<file path="src/sv/assert_macros.svh">
// ----------------------------------------------------------------------------
// assert_macros.svh
// assertion helper macros shared by the rtl
// ----------------------------------------------------------------------------
`ifndef ASSERT_MACROS_SVH
`define ASSERT_MACROS_SVH
`ifndef ASSERT_OFF
`define ASSERT_IMPLY(label, clk, rstn, a, c) \
    label: assert property (@(posedge clk) disable iff (!rstn) (a) |-> (c)) \
        else $error("assertion failed");
`define ASSERT_NEXT(label, clk, rstn, a, c) \
    label: assert property (@(posedge clk) disable iff (!rstn) (a) |=> (c)) \
        else $error("assertion failed");
`else
`define ASSERT_IMPLY(label, clk, rstn, a, c)
`define ASSERT_NEXT(label, clk, rstn, a, c)
`endif
`endif

</file>
<file path="src/sv/mgrc_pkg.sv">
// ----------------------------------------------------------------------------
// mgrc_pkg
// shared types and codes for the motor goal ramp controller
// ----------------------------------------------------------------------------
package mgrc_pkg;
    localparam logic [1:0] FUNC_UPDATE = 2'd0;
    localparam logic [1:0] FUNC_GOAL   = 2'd1;
    localparam logic [1:0] FUNC_STOP   = 2'd2;
    localparam logic [1:0] FUNC_BRAKE  = 2'd3;

    localparam logic [1:0] CAUSE_NONE    = 2'd0;
    localparam logic [1:0] CAUSE_OVERRUN = 2'd1;
    localparam logic [1:0] CAUSE_STALL   = 2'd2;

    localparam logic [2:0] REG_ACCEL  = 3'd0;
    localparam logic [2:0] REG_SLOW   = 3'd1;
    localparam logic [2:0] REG_ARRIVE = 3'd2;
    localparam logic [2:0] REG_BRAKE  = 3'd3;
    localparam logic [2:0] REG_MINPWM = 3'd4;
    localparam logic [2:0] REG_CUTOFF = 3'd5;
    localparam logic [2:0] REG_STALL  = 3'd6;

    localparam int CFG_W = 20;

    // quotient bits produced by the restoring divider
    localparam int DIV_STEPS = 28;

    // datapath micro-operations issued by the controller
    localparam logic [2:0] OP_NONE   = 3'd0;
    localparam logic [2:0] OP_LOAD   = 3'd1; // latch request, compute distances
    localparam logic [2:0] OP_DIVSET = 3'd2; // load divider with numerator
    localparam logic [2:0] OP_DIVSTP = 3'd3; // one divider step
    localparam logic [2:0] OP_APPLY  = 3'd4; // commit the command

    typedef struct packed {
        logic [2:0] op;
        logic       sel_slow; // divide by slow zone instead of accel time
    } mgrc_cmd_t;

    typedef struct packed {
        logic need_div;
        logic use_slow;
        logic [1:0] func;
    } mgrc_stat_t;
endpackage

</file>
<file path="src/sv/mgrc_ctrl.sv">
// ----------------------------------------------------------------------------
// mgrc_ctrl
// sequencer: accepts a request, runs the divider, commits, presents result
// ----------------------------------------------------------------------------
module mgrc_ctrl import mgrc_pkg::*; (
    input  logic       aclk,
    input  logic       aresetn,
    input  logic       s_valid,
    output logic       s_ready,
    output logic       m_valid,
    input  logic       m_ready,
    input  mgrc_stat_t stat,
    output mgrc_cmd_t  cmd
);
    localparam logic [2:0] ST_IDLE = 3'd0;
    localparam logic [2:0] ST_DEC  = 3'd1;
    localparam logic [2:0] ST_DIV  = 3'd2;
    localparam logic [2:0] ST_APP  = 3'd3;
    localparam logic [2:0] ST_OUT  = 3'd4;
    localparam int CW = $clog2(DIV_STEPS + 1);

    logic [2:0]    state_reg, state_next;
    logic [CW-1:0] cnt_reg, cnt_next;
    logic          sel_reg, sel_next;

    assign s_ready = (state_reg == ST_IDLE);
    assign m_valid = (state_reg == ST_OUT);

    always_comb begin
        state_next = state_reg;
        cnt_next   = cnt_reg;
        sel_next   = sel_reg;
        cmd.op       = OP_NONE;
        cmd.sel_slow = sel_reg;
        case (state_reg)
            ST_IDLE: begin
                if (s_valid) begin
                    cmd.op     = OP_LOAD;
                    state_next = ST_DEC;
                end
            end
            ST_DEC: begin
                if (stat.need_div) begin
                    cmd.op       = OP_DIVSET;
                    cmd.sel_slow = stat.use_slow;
                    sel_next     = stat.use_slow;
                    cnt_next     = CW'(DIV_STEPS);
                    state_next   = ST_DIV;
                end else begin
                    state_next = ST_APP;
                end
            end
            ST_DIV: begin
                cmd.op   = OP_DIVSTP;
                cnt_next = cnt_reg - 1'b1;
                if (cnt_reg == CW'(1)) state_next = ST_APP;
            end
            ST_APP: begin
                cmd.op     = OP_APPLY;
                state_next = ST_OUT;
            end
            ST_OUT: begin
                if (m_ready) state_next = ST_IDLE;
            end
            default: state_next = ST_IDLE;
        endcase
    end

    always_ff @(posedge aclk) begin
        if (!aresetn) begin
            state_reg <= ST_IDLE;
            cnt_reg   <= '0;
            sel_reg   <= 1'b0;
        end else begin
            state_reg <= state_next;
            cnt_reg   <= cnt_next;
            sel_reg   <= sel_next;
        end
    end
endmodule

</file>
<file path="src/sv/mgrc_dp.sv">
// ----------------------------------------------------------------------------
// mgrc_dp
// datapath: state registers, distance logic, restoring divider, result
// ----------------------------------------------------------------------------
module mgrc_dp import mgrc_pkg::*; #(
    parameter int POS_FRAC_BITS = 8
) (
    input  logic              aclk,
    input  logic              aresetn,
    input  logic              cfg_we,
    input  logic [2:0]        cfg_index,
    input  logic [CFG_W-1:0]  cfg_data,
    input  logic [1:0]        s_func,
    input  logic signed [31:0] s_position,
    input  logic signed [31:0] s_goal,
    input  logic [31:0]       s_now_ms,
    input  mgrc_cmd_t         cmd,
    output mgrc_stat_t        stat,
    output logic [7:0]        m_pwm,
    output logic              m_reverse,
    output logic              m_arrived,
    output logic              m_braking,
    output logic [1:0]        m_stop_cause
);
    localparam logic [33:0] TWO_FRAC = 34'd2 << POS_FRAC_BITS;
    localparam logic [32:0] ONE_FRAC = 33'd1 << POS_FRAC_BITS;

    logic [15:0] accel_reg, arrive_reg, bdist_reg, stall_reg;
    logic [19:0] slow_reg;
    logic [7:0]  minpwm_reg, cutoff_reg;

    logic signed [31:0] target_reg, lastpos_reg, pos_reg, goal_reg;
    logic [31:0] now_reg, mstart_reg, still_reg;
    logic [7:0]  duty_reg;
    logic        brake_reg, dir_reg;
    logic [1:0]  func_reg;
    logic [32:0] d_reg;       // |pos - target|
    logic [31:0] elapsed_reg;
    logic [1:0]  cause_reg;

    // restoring divider, quotient saturation handled after
    logic [40:0] rem_reg;
    logic [27:0] quo_reg;
    logic [19:0] den_reg;

    logic [32:0] dd;
    logic signed [32:0] diff;
    logic [32:0] dtl;
    logic signed [32:0] dtl_s;

    always_comb begin
        diff  = 33'(s_position) - 33'(target_reg);
        dd    = diff[32] ? 33'(-diff) : diff;
        dtl_s = 33'(target_reg) - 33'(lastpos_reg);
        dtl   = dtl_s[32] ? 33'(-dtl_s) : dtl_s;
    end

    logic acc_ramp;
    always_comb begin
        acc_ramp = (elapsed_reg < 32'(accel_reg)) && (accel_reg != 16'd0);
        stat.func     = func_reg;
        stat.use_slow = (d_reg <= 33'(slow_reg));
        stat.need_div = (func_reg == FUNC_UPDATE) &&
            ((d_reg > 33'(slow_reg)) ? acc_ramp :
             (d_reg > 33'(arrive_reg)));
    end

    logic [40:0] rem_sh;
    logic [40:0] rem_sub;
    always_comb begin
        rem_sh  = {rem_reg[39:0], quo_reg[27]};
        rem_sub = rem_sh - 41'(den_reg);
    end

    // duty selection
    logic [7:0] p;
    logic       idle_upd;
    logic       give_up;
    always_comb begin
        idle_upd = (dtl < 33'(arrive_reg)) && (duty_reg == 8'd0);
        if (d_reg > 33'(slow_reg)) begin
            p = acc_ramp ? ((quo_reg > 28'd255) ? 8'd255 : quo_reg[7:0]) : 8'd255;
        end else if (d_reg > 33'(arrive_reg)) begin
            p = (quo_reg > 28'd255) ? 8'd255 : quo_reg[7:0];
            if (p < minpwm_reg) p = minpwm_reg;
        end else begin
            p = 8'd0;
        end
        if (p < cutoff_reg) p = 8'd0;
        give_up = (p == 8'd0) &&
            (((35'(d_reg) * 35'd5 < 35'(TWO_FRAC)) && (elapsed_reg > 32'd1000)) ||
             ((d_reg < ONE_FRAC) && (elapsed_reg > 32'd5000)));
    end

    // three times the distance needs two bits above the 33-bit distance
    logic [34:0] fwd_s;
    logic signed [33:0] bp, bm;
    logic signed [31:0] bt;
    always_comb begin
        bp = 34'(lastpos_reg) + 34'(bdist_reg);
        bm = 34'(lastpos_reg) - 34'(bdist_reg);
        if (target_reg > lastpos_reg)
            bt = (bp > 34'sh07fffffff) ? 32'sh7fffffff : bp[31:0];
        else
            bt = (bm < -34'sh080000000) ? 32'sh80000000 : bm[31:0];
        fwd_s = 35'(dtl) * 35'd3;
    end

    always_ff @(posedge aclk) begin
        if (!aresetn) begin
            accel_reg  <= 16'd2000;
            slow_reg   <= 20'd1280;
            arrive_reg <= 16'd26;
            bdist_reg  <= 16'd128;
            minpwm_reg <= 8'd12;
            cutoff_reg <= 8'd10;
            stall_reg  <= 16'd3000;
        end else if (cfg_we) begin
            case (cfg_index)
                REG_ACCEL:  accel_reg  <= cfg_data[15:0];
                REG_SLOW:   slow_reg   <= cfg_data;
                REG_ARRIVE: arrive_reg <= cfg_data[15:0];
                REG_BRAKE:  bdist_reg  <= cfg_data[15:0];
                REG_MINPWM: minpwm_reg <= cfg_data[7:0];
                REG_CUTOFF: cutoff_reg <= cfg_data[7:0];
                REG_STALL:  stall_reg  <= cfg_data[15:0];
                default: ;
            endcase
        end
    end

    always_ff @(posedge aclk) begin
        if (cmd.op == OP_LOAD) begin
            func_reg    <= s_func;
            pos_reg     <= s_position;
            goal_reg    <= s_goal;
            now_reg     <= s_now_ms;
            d_reg       <= dd;
            elapsed_reg <= s_now_ms - mstart_reg;
        end
        if (cmd.op == OP_DIVSET) begin
            rem_reg <= '0;
            // numerator loaded into the quotient register as is, msb shifted out first
            quo_reg <= cmd.sel_slow ? 28'(d_reg[19:0] * 28'd255)
                                    : 28'(elapsed_reg[15:0] * 28'd255);
            den_reg <= cmd.sel_slow ? slow_reg : 20'(accel_reg);
        end else if (cmd.op == OP_DIVSTP) begin
            if (!rem_sub[40]) begin
                rem_reg <= rem_sub;
                quo_reg <= {quo_reg[26:0], 1'b1};
            end else begin
                rem_reg <= rem_sh;
                quo_reg <= {quo_reg[26:0], 1'b0};
            end
        end
    end

    always_ff @(posedge aclk) begin
        if (!aresetn) begin
            target_reg  <= '0;
            lastpos_reg <= '0;
            duty_reg    <= '0;
            mstart_reg  <= '0;
            still_reg   <= '0;
            brake_reg   <= 1'b0;
            dir_reg     <= 1'b0;
            cause_reg   <= CAUSE_NONE;
        end else if (cmd.op == OP_APPLY) begin
            cause_reg <= CAUSE_NONE;
            case (func_reg)
                FUNC_UPDATE: begin
                    if (!idle_upd) begin
                        if ((duty_reg != p) && brake_reg && (p > duty_reg)) begin
                            target_reg <= lastpos_reg;
                            duty_reg   <= 8'd0;
                            brake_reg  <= 1'b0;
                            cause_reg  <= CAUSE_OVERRUN;
                        end else if (lastpos_reg != pos_reg) begin
                            duty_reg    <= p;
                            lastpos_reg <= pos_reg;
                            still_reg   <= now_reg;
                            target_reg  <= give_up ? pos_reg : target_reg;
                        end else if ((p != 8'd0) &&
                                     ((now_reg - still_reg) > 32'(stall_reg))) begin
                            target_reg <= lastpos_reg;
                            duty_reg   <= 8'd0;
                            brake_reg  <= 1'b0;
                            cause_reg  <= CAUSE_STALL;
                        end else begin
                            duty_reg   <= p;
                            target_reg <= give_up ? lastpos_reg : target_reg;
                        end
                    end
                end
                FUNC_GOAL: begin
                    target_reg <= goal_reg;
                    mstart_reg <= now_reg;
                    still_reg  <= now_reg;
                    brake_reg  <= 1'b0;
                    dir_reg    <= goal_reg < lastpos_reg;
                end
                FUNC_STOP: begin
                    target_reg <= lastpos_reg;
                    duty_reg   <= 8'd0;
                    brake_reg  <= 1'b0;
                end
                default: begin
                    if (!brake_reg) begin
                        if ((duty_reg == 8'd0) || (fwd_s < 35'(bdist_reg))) begin
                            target_reg <= lastpos_reg;
                            duty_reg   <= 8'd0;
                        end else begin
                            brake_reg <= 1'b1;
                            if (dtl >= 33'(bdist_reg)) target_reg <= bt;
                        end
                    end
                end
            endcase
        end
    end

    logic signed [32:0] od_s;
    always_comb begin
        od_s = 33'(target_reg) - 33'(lastpos_reg);
        m_arrived = ((od_s[32] ? 33'(-od_s) : od_s) < 33'(arrive_reg));
    end
    assign m_pwm        = duty_reg;
    assign m_reverse    = dir_reg;
    assign m_braking    = brake_reg;
    assign m_stop_cause = cause_reg;
endmodule

</file>
<file path="src/sv/motor_goal_ramp_controller_top.sv">
// ----------------------------------------------------------------------------
// motor_goal_ramp_controller_top
// position goal controller with pwm ramp, slow zone, brake and stall stop
// ----------------------------------------------------------------------------
// One request at a time: when no division is needed the result is presented
// after the decode and apply states; when the duty comes from the ramp or
// slow-zone ratio, set by the 28-step restoring divider, the divider runs between decode and apply; the next
// request is taken in the cycle after the result is accepted.
`include "assert_macros.svh"
module motor_goal_ramp_controller_top import mgrc_pkg::*; #(
    parameter int POS_FRAC_BITS = 8
) (
    input  logic               aclk,
    input  logic               aresetn,
    input  logic               cfg_we,
    input  logic [2:0]         cfg_index,
    input  logic [CFG_W-1:0]   cfg_data,
    input  logic               s_valid,
    output logic               s_ready,
    input  logic [1:0]         s_func,
    input  logic signed [31:0] s_position,
    input  logic signed [31:0] s_goal,
    input  logic [31:0]        s_now_ms,
    output logic               m_valid,
    input  logic               m_ready,
    output logic [7:0]         m_pwm,
    output logic               m_reverse,
    output logic               m_arrived,
    output logic               m_braking,
    output logic [1:0]         m_stop_cause
);
    mgrc_cmd_t  cmd;
    mgrc_stat_t stat;

    mgrc_ctrl u_ctrl (
        .aclk(aclk), .aresetn(aresetn), .s_valid(s_valid), .s_ready(s_ready),
        .m_valid(m_valid), .m_ready(m_ready), .stat(stat), .cmd(cmd)
    );

    mgrc_dp #(.POS_FRAC_BITS(POS_FRAC_BITS)) u_dp (
        .aclk(aclk), .aresetn(aresetn), .cfg_we(cfg_we), .cfg_index(cfg_index),
        .cfg_data(cfg_data), .s_func(s_func), .s_position(s_position),
        .s_goal(s_goal), .s_now_ms(s_now_ms), .cmd(cmd), .stat(stat),
        .m_pwm(m_pwm), .m_reverse(m_reverse), .m_arrived(m_arrived),
        .m_braking(m_braking), .m_stop_cause(m_stop_cause)
    );

    `ASSERT_IMPLY(a_no_overlap, aclk, aresetn, 1'b1, !(s_ready && m_valid))
    `ASSERT_NEXT(a_take_then_busy, aclk, aresetn, s_valid && s_ready, !s_ready)
    `ASSERT_IMPLY(a_cause_code, aclk, aresetn, m_valid, m_stop_cause <= CAUSE_STALL)
    `ASSERT_IMPLY(a_cause_zero_duty, aclk, aresetn, m_stop_cause != CAUSE_NONE, m_pwm == 8'd0)
endmodule
</file>
<file path="config.mk">
export PLATFORM = sky130hd
export DESIGN_NAME = motor_goal_ramp_controller_top
export DESIGN_NICKNAME = d
export VERILOG_FILES = /design/src/sv/mgrc_pkg.sv /design/src/sv/mgrc_ctrl.sv /design/src/sv/mgrc_dp.sv /design/src/sv/motor_goal_ramp_controller_top.sv
export VERILOG_INCLUDE_DIRS = /design/src /design/src/sv
export SDC_FILE = /design/constraint.sdc
export NUM_CORES = 2
export LEC_CHECK = 0
export BUFFER_PORTS_ARGS = -buffer_cell sky130_fd_sc_hd__buf_4
export CAP_MARGIN = 25
export CELL_PAD_IN_SITES_DETAIL_PLACEMENT = 1
export CELL_PAD_IN_SITES_GLOBAL_PLACEMENT = 1
export CORE_MARGIN = 2
export CORE_UTILIZATION = 45
export DETAILED_ROUTE_END_ITERATION = 7
export HOLD_SLACK_MARGIN = 0.12
export PLACE_DENSITY_LB_ADDON = 0.1
export SYNTH_ARGS = -nofsm -noshare
export SYNTH_HDL_FRONTEND = slang
export SYNTH_SLANG_ARGS = --single-unit
</file>
<file path="constraint.sdc">
create_clock -name aclk -period 7.43 [get_ports aclk]
set_input_delay 1.486 -clock aclk [delete_from_list [all_inputs] [get_ports aclk]]
set_output_delay 1.486 -clock aclk [all_outputs]
set_load 0.05 [all_outputs]
</file>
==> flow_summary.json <==
{
  "hold_path.class": "flip-flop to flip-flop",
  "num_rows": 116,
  "synthMuxAreaShare_pct": 1.52,
  "synth_warnings": 0,
  "dp_slack_ns": -0.415,
  "tightest_slew_ns": 1.24,
  "largest_reg_flops": 40,
  "crit_path_start_kind": "flip-flop",
  "ys_ff_latch": 500,
  "htreeDepth": 3,
  "r2r-end": "u_dp.target_reg[12]$_SDFFE_PN0P_",
  "grt_pass1_vias": 43200,
  "start_util_pct": 45.4,
  "drive_gt1_share_pct": 15.8,
  "ff2ff_setup_slack_ns": 0.02,
  "crit_path_end": "m_arrived",
  "layout_commonest_cell": "nand2_1",
  "hold_slack_ns": 0.448,
  "fin_area_sq_mm": 0.0545,
  "io_buffers": 140,
  "fin_nets": 6703,
  "routedWlPerCell_um": 23.5,
  "crit_type": "flip-flop to primary output",
  "ys_types": 106,
  "violations": "setup timing",
  "vias_per_cell": 5.90,
  "maxSlewViolCount": 0,
  "cts_made_buffers": 67,
  "dieArea_sq_mm": 0.104,
  "root_buffer": "clkbuf_16",
  "dp_hpwl_um": 134000,
  "yosys.area_share.simple_pct": 16.0,
  "gr-total-overflow": 0,
  "drtPass1Iterations": 5,
  "crit_start": "u_dp.target_reg[4]$_SDFFE_PN0P_",
  "run_status": "finished, violations left",
  "synth-xor-area-share_pct": 5.55,
  "avgSynthCellArea_sq_um": 8.49,
  "fillerInstances": 11800,
  "critPathMaxFanout": 3,
  "cts_tree": "built",
  "setup_viol": 1,
  "rr_startpoint": "u_dp.lastpos_reg[13]$_SDFFE_PN0P_",
  "coreArea_sq_mm": 0.100,
  "max_cap_viol_count": 0,
  "gp_congestion": 0.999,
  "antenna_left": 0,
  "route.detailed.drc": 0,
  "fin_crit_ns": 7.53,
  "hold_viol_final": 0,
  "yosysSeqAreaShare_pct": 26.6,
  "grt_max_degree": 148,
  "cts_buffer_depth": 3,
  "finalSetupTns_ns": -0.0970,
  "die_w_um": 322,
  "synth_top_family_by_area": "adder cells",
  "synthCells": 5368,
  "rsz0062_at_grt": "true",
  "synth_edf_count": 211,
  "globalRouteTotalUtil_pct": 31.8,
  "max-slew-margin-rel_pct": 17.0,
  "drt_wl_total_um": 170000,
  "post_dp_cell_area_sq_mm": 0.0506,
  "ys_async_sr_fraction_pct": 0,
  "vias": 42800,
  "final_cell_mix": "nand2_1, inv_1, ha_1",
  "clk_latency_ns": 0.66,
  "die_h_um": 322,
  "timing.final.crit_share_pct": 101,
  "drt-initial-drc-count": 3117,
  "cp_data_required_time_ns": 5.94,
  "synth_fa_ha_area_share_pct": 23.2,
  "finClkSkew_ns": 0.0277,
  "synth-compound-area-share_pct": 20.7,
  "max_freq_mhz": 133,
  "synth_area_sq_mm": 0.0456,
  "cts_sinks": 500,
  "fin_ws_ns": -0.0970,
  "r2r_cells": 32,
  "antenna_found_initial": 7,
  "grt_first_pass_wirelength_um": 255000,
  "cp_data_arrival_time_ns": 6.04,
  "path_clk_slew_ns": 0.05,
  "ys.flop_type": "dfxtp_1",
  "area_growth_pct": 19.6,
  "ios": 141,
  "end_kind": "primary output",
  "syn_nets": 6239
}
## metal layers
metal / wire length [um] / GRT usage (%) / vias up
met3: 10400 / 4.57 / 366
met4: 8150 / 13.3 / 2
li1: - / - / 19900
met2: 76200 / 50.7 / 1309
met5: 16 / 0 / -
met1: 75300 / 43.2 / 21200
## cell type report
type / instances / area (sq um) / area share [%]
sequential: 500 / 12100 / 22.3
inverter: 591 / 2220 / 4.08
clock buffer: 89 / 1870 / 3.44
timing repair buffer: 565 / 4450 / 8.17
multi-input combinational: 4107 / 31700 / 58.1
tap: 1357 / 1700 / 3.11
antenna: 5 / 12.5 / 0.0230
clock inverter: 35 / 432 / 0.792
## timing repair
item,in CTS,in global routing
buffers inserted,5,33
pin swaps,13,78
resized for setup,32,224
gates cloned,0,5
setup endpoints to repair,42,106
hold buffers,0,0
## synthesized netlist by cell type (63+ instances only)
library cell	count	area share (%)
xor2_1	63	1.2
mux2i_1	67	1.5
o21a_1	68	1.1
xnor2_1	222	4.3
inv_1	588	4.8
a21o_1	122	2.0
a21oi_1	430	4.7
nand2_1	590	4.9
nand4_1	68	0.93
ha_1	577	16
nor3_1	99	1.1
o211ai_1	63	1.0
nor2_1	333	2.7
nand3_1	97	1.1
o21ai_0	305	3.4
edfxtp_1	211	14
clkbuf_1	141	1.2
fa_1	168	7.4
dfxtp_1	289	13
nand2b_1	64	0.88
## worst min-delay path by stage
stage	start	endpoint	slack (ns)	cells past startpoint
2_1_floorplan	u_dp.still_reg[10]$_SDFFE_PN0P_	u_dp.still_reg[10]$_SDFFE_PN0P_	0.43	2
3_3_place_gp	u_dp.still_reg[29]$_SDFFE_PN0P_	u_dp.still_reg[29]$_SDFFE_PN0P_	0.44	2
3_5_place_dp	u_dp.still_reg[25]$_SDFFE_PN0P_	u_dp.still_reg[25]$_SDFFE_PN0P_	0.44	2
4_1_cts	u_dp.still_reg[25]$_SDFFE_PN0P_	u_dp.still_reg[25]$_SDFFE_PN0P_	0.45	2
5_1_grt	u_dp.still_reg[27]$_SDFFE_PN0P_	u_dp.still_reg[27]$_SDFFE_PN0P_	0.47	2
6_report	u_dp.still_reg[25]$_SDFFE_PN0P_	u_dp.still_reg[25]$_SDFFE_PN0P_	0.45	2
## cells by family (layout without fill, tap and decap cells)
logic type / count (synthesis) / count (layout)
other: 0 / 5
XOR/XNOR: 287 / 287
adder cells (fa/ha/maj): 745 / 745
AND/OR/NAND/NOR: 1544 / 1545
multiplexers: 69 / 69
flip-flops: 500 / 500
AO/OA/AOI/OAI: 1461 / 1461
buffers and inverters: 762 / 1280
## worst max-delay path, stage by stage (launching register included)
cell,delay [ns]
dfxtp_1,0.40
ha_4,0.23
a21o_1,0.18
buf_4,0.14
nor3_4,0.15
a211oi_2,0.09
buf_4,0.16
o21ai_4,0.17
a31oi_2,0.12
buf_4,0.16
o41ai_2,0.20
buf_4,0.19
xnor2_2,0.12
nor3_2,0.30
nand2b_1,0.14
nor2_2,0.14
nand4b_1,0.16
and2_4,0.21
xor2_2,0.20
inv_2,0.12
ha_4,0.14
nand4_1,0.08
or2_4,0.23
or4_4,0.59
a2111oi_4,0.38
o21ai_2,0.14
inv_1,0.10
buf_6,0.16
## stage by stage
stage / instances / util (%)
after CTS: 7206 / 53.0
final: 7249 / 54.4
after floorplan: 5368 / -
after global routing: 7247 / 54.3
after global placement: 7077 / 50.5
after detailed placement: 7077 / 50.5
Power is not shown: default switching activity piles up to over one toggle a cycle in this logic, so the estimate is an artifact.
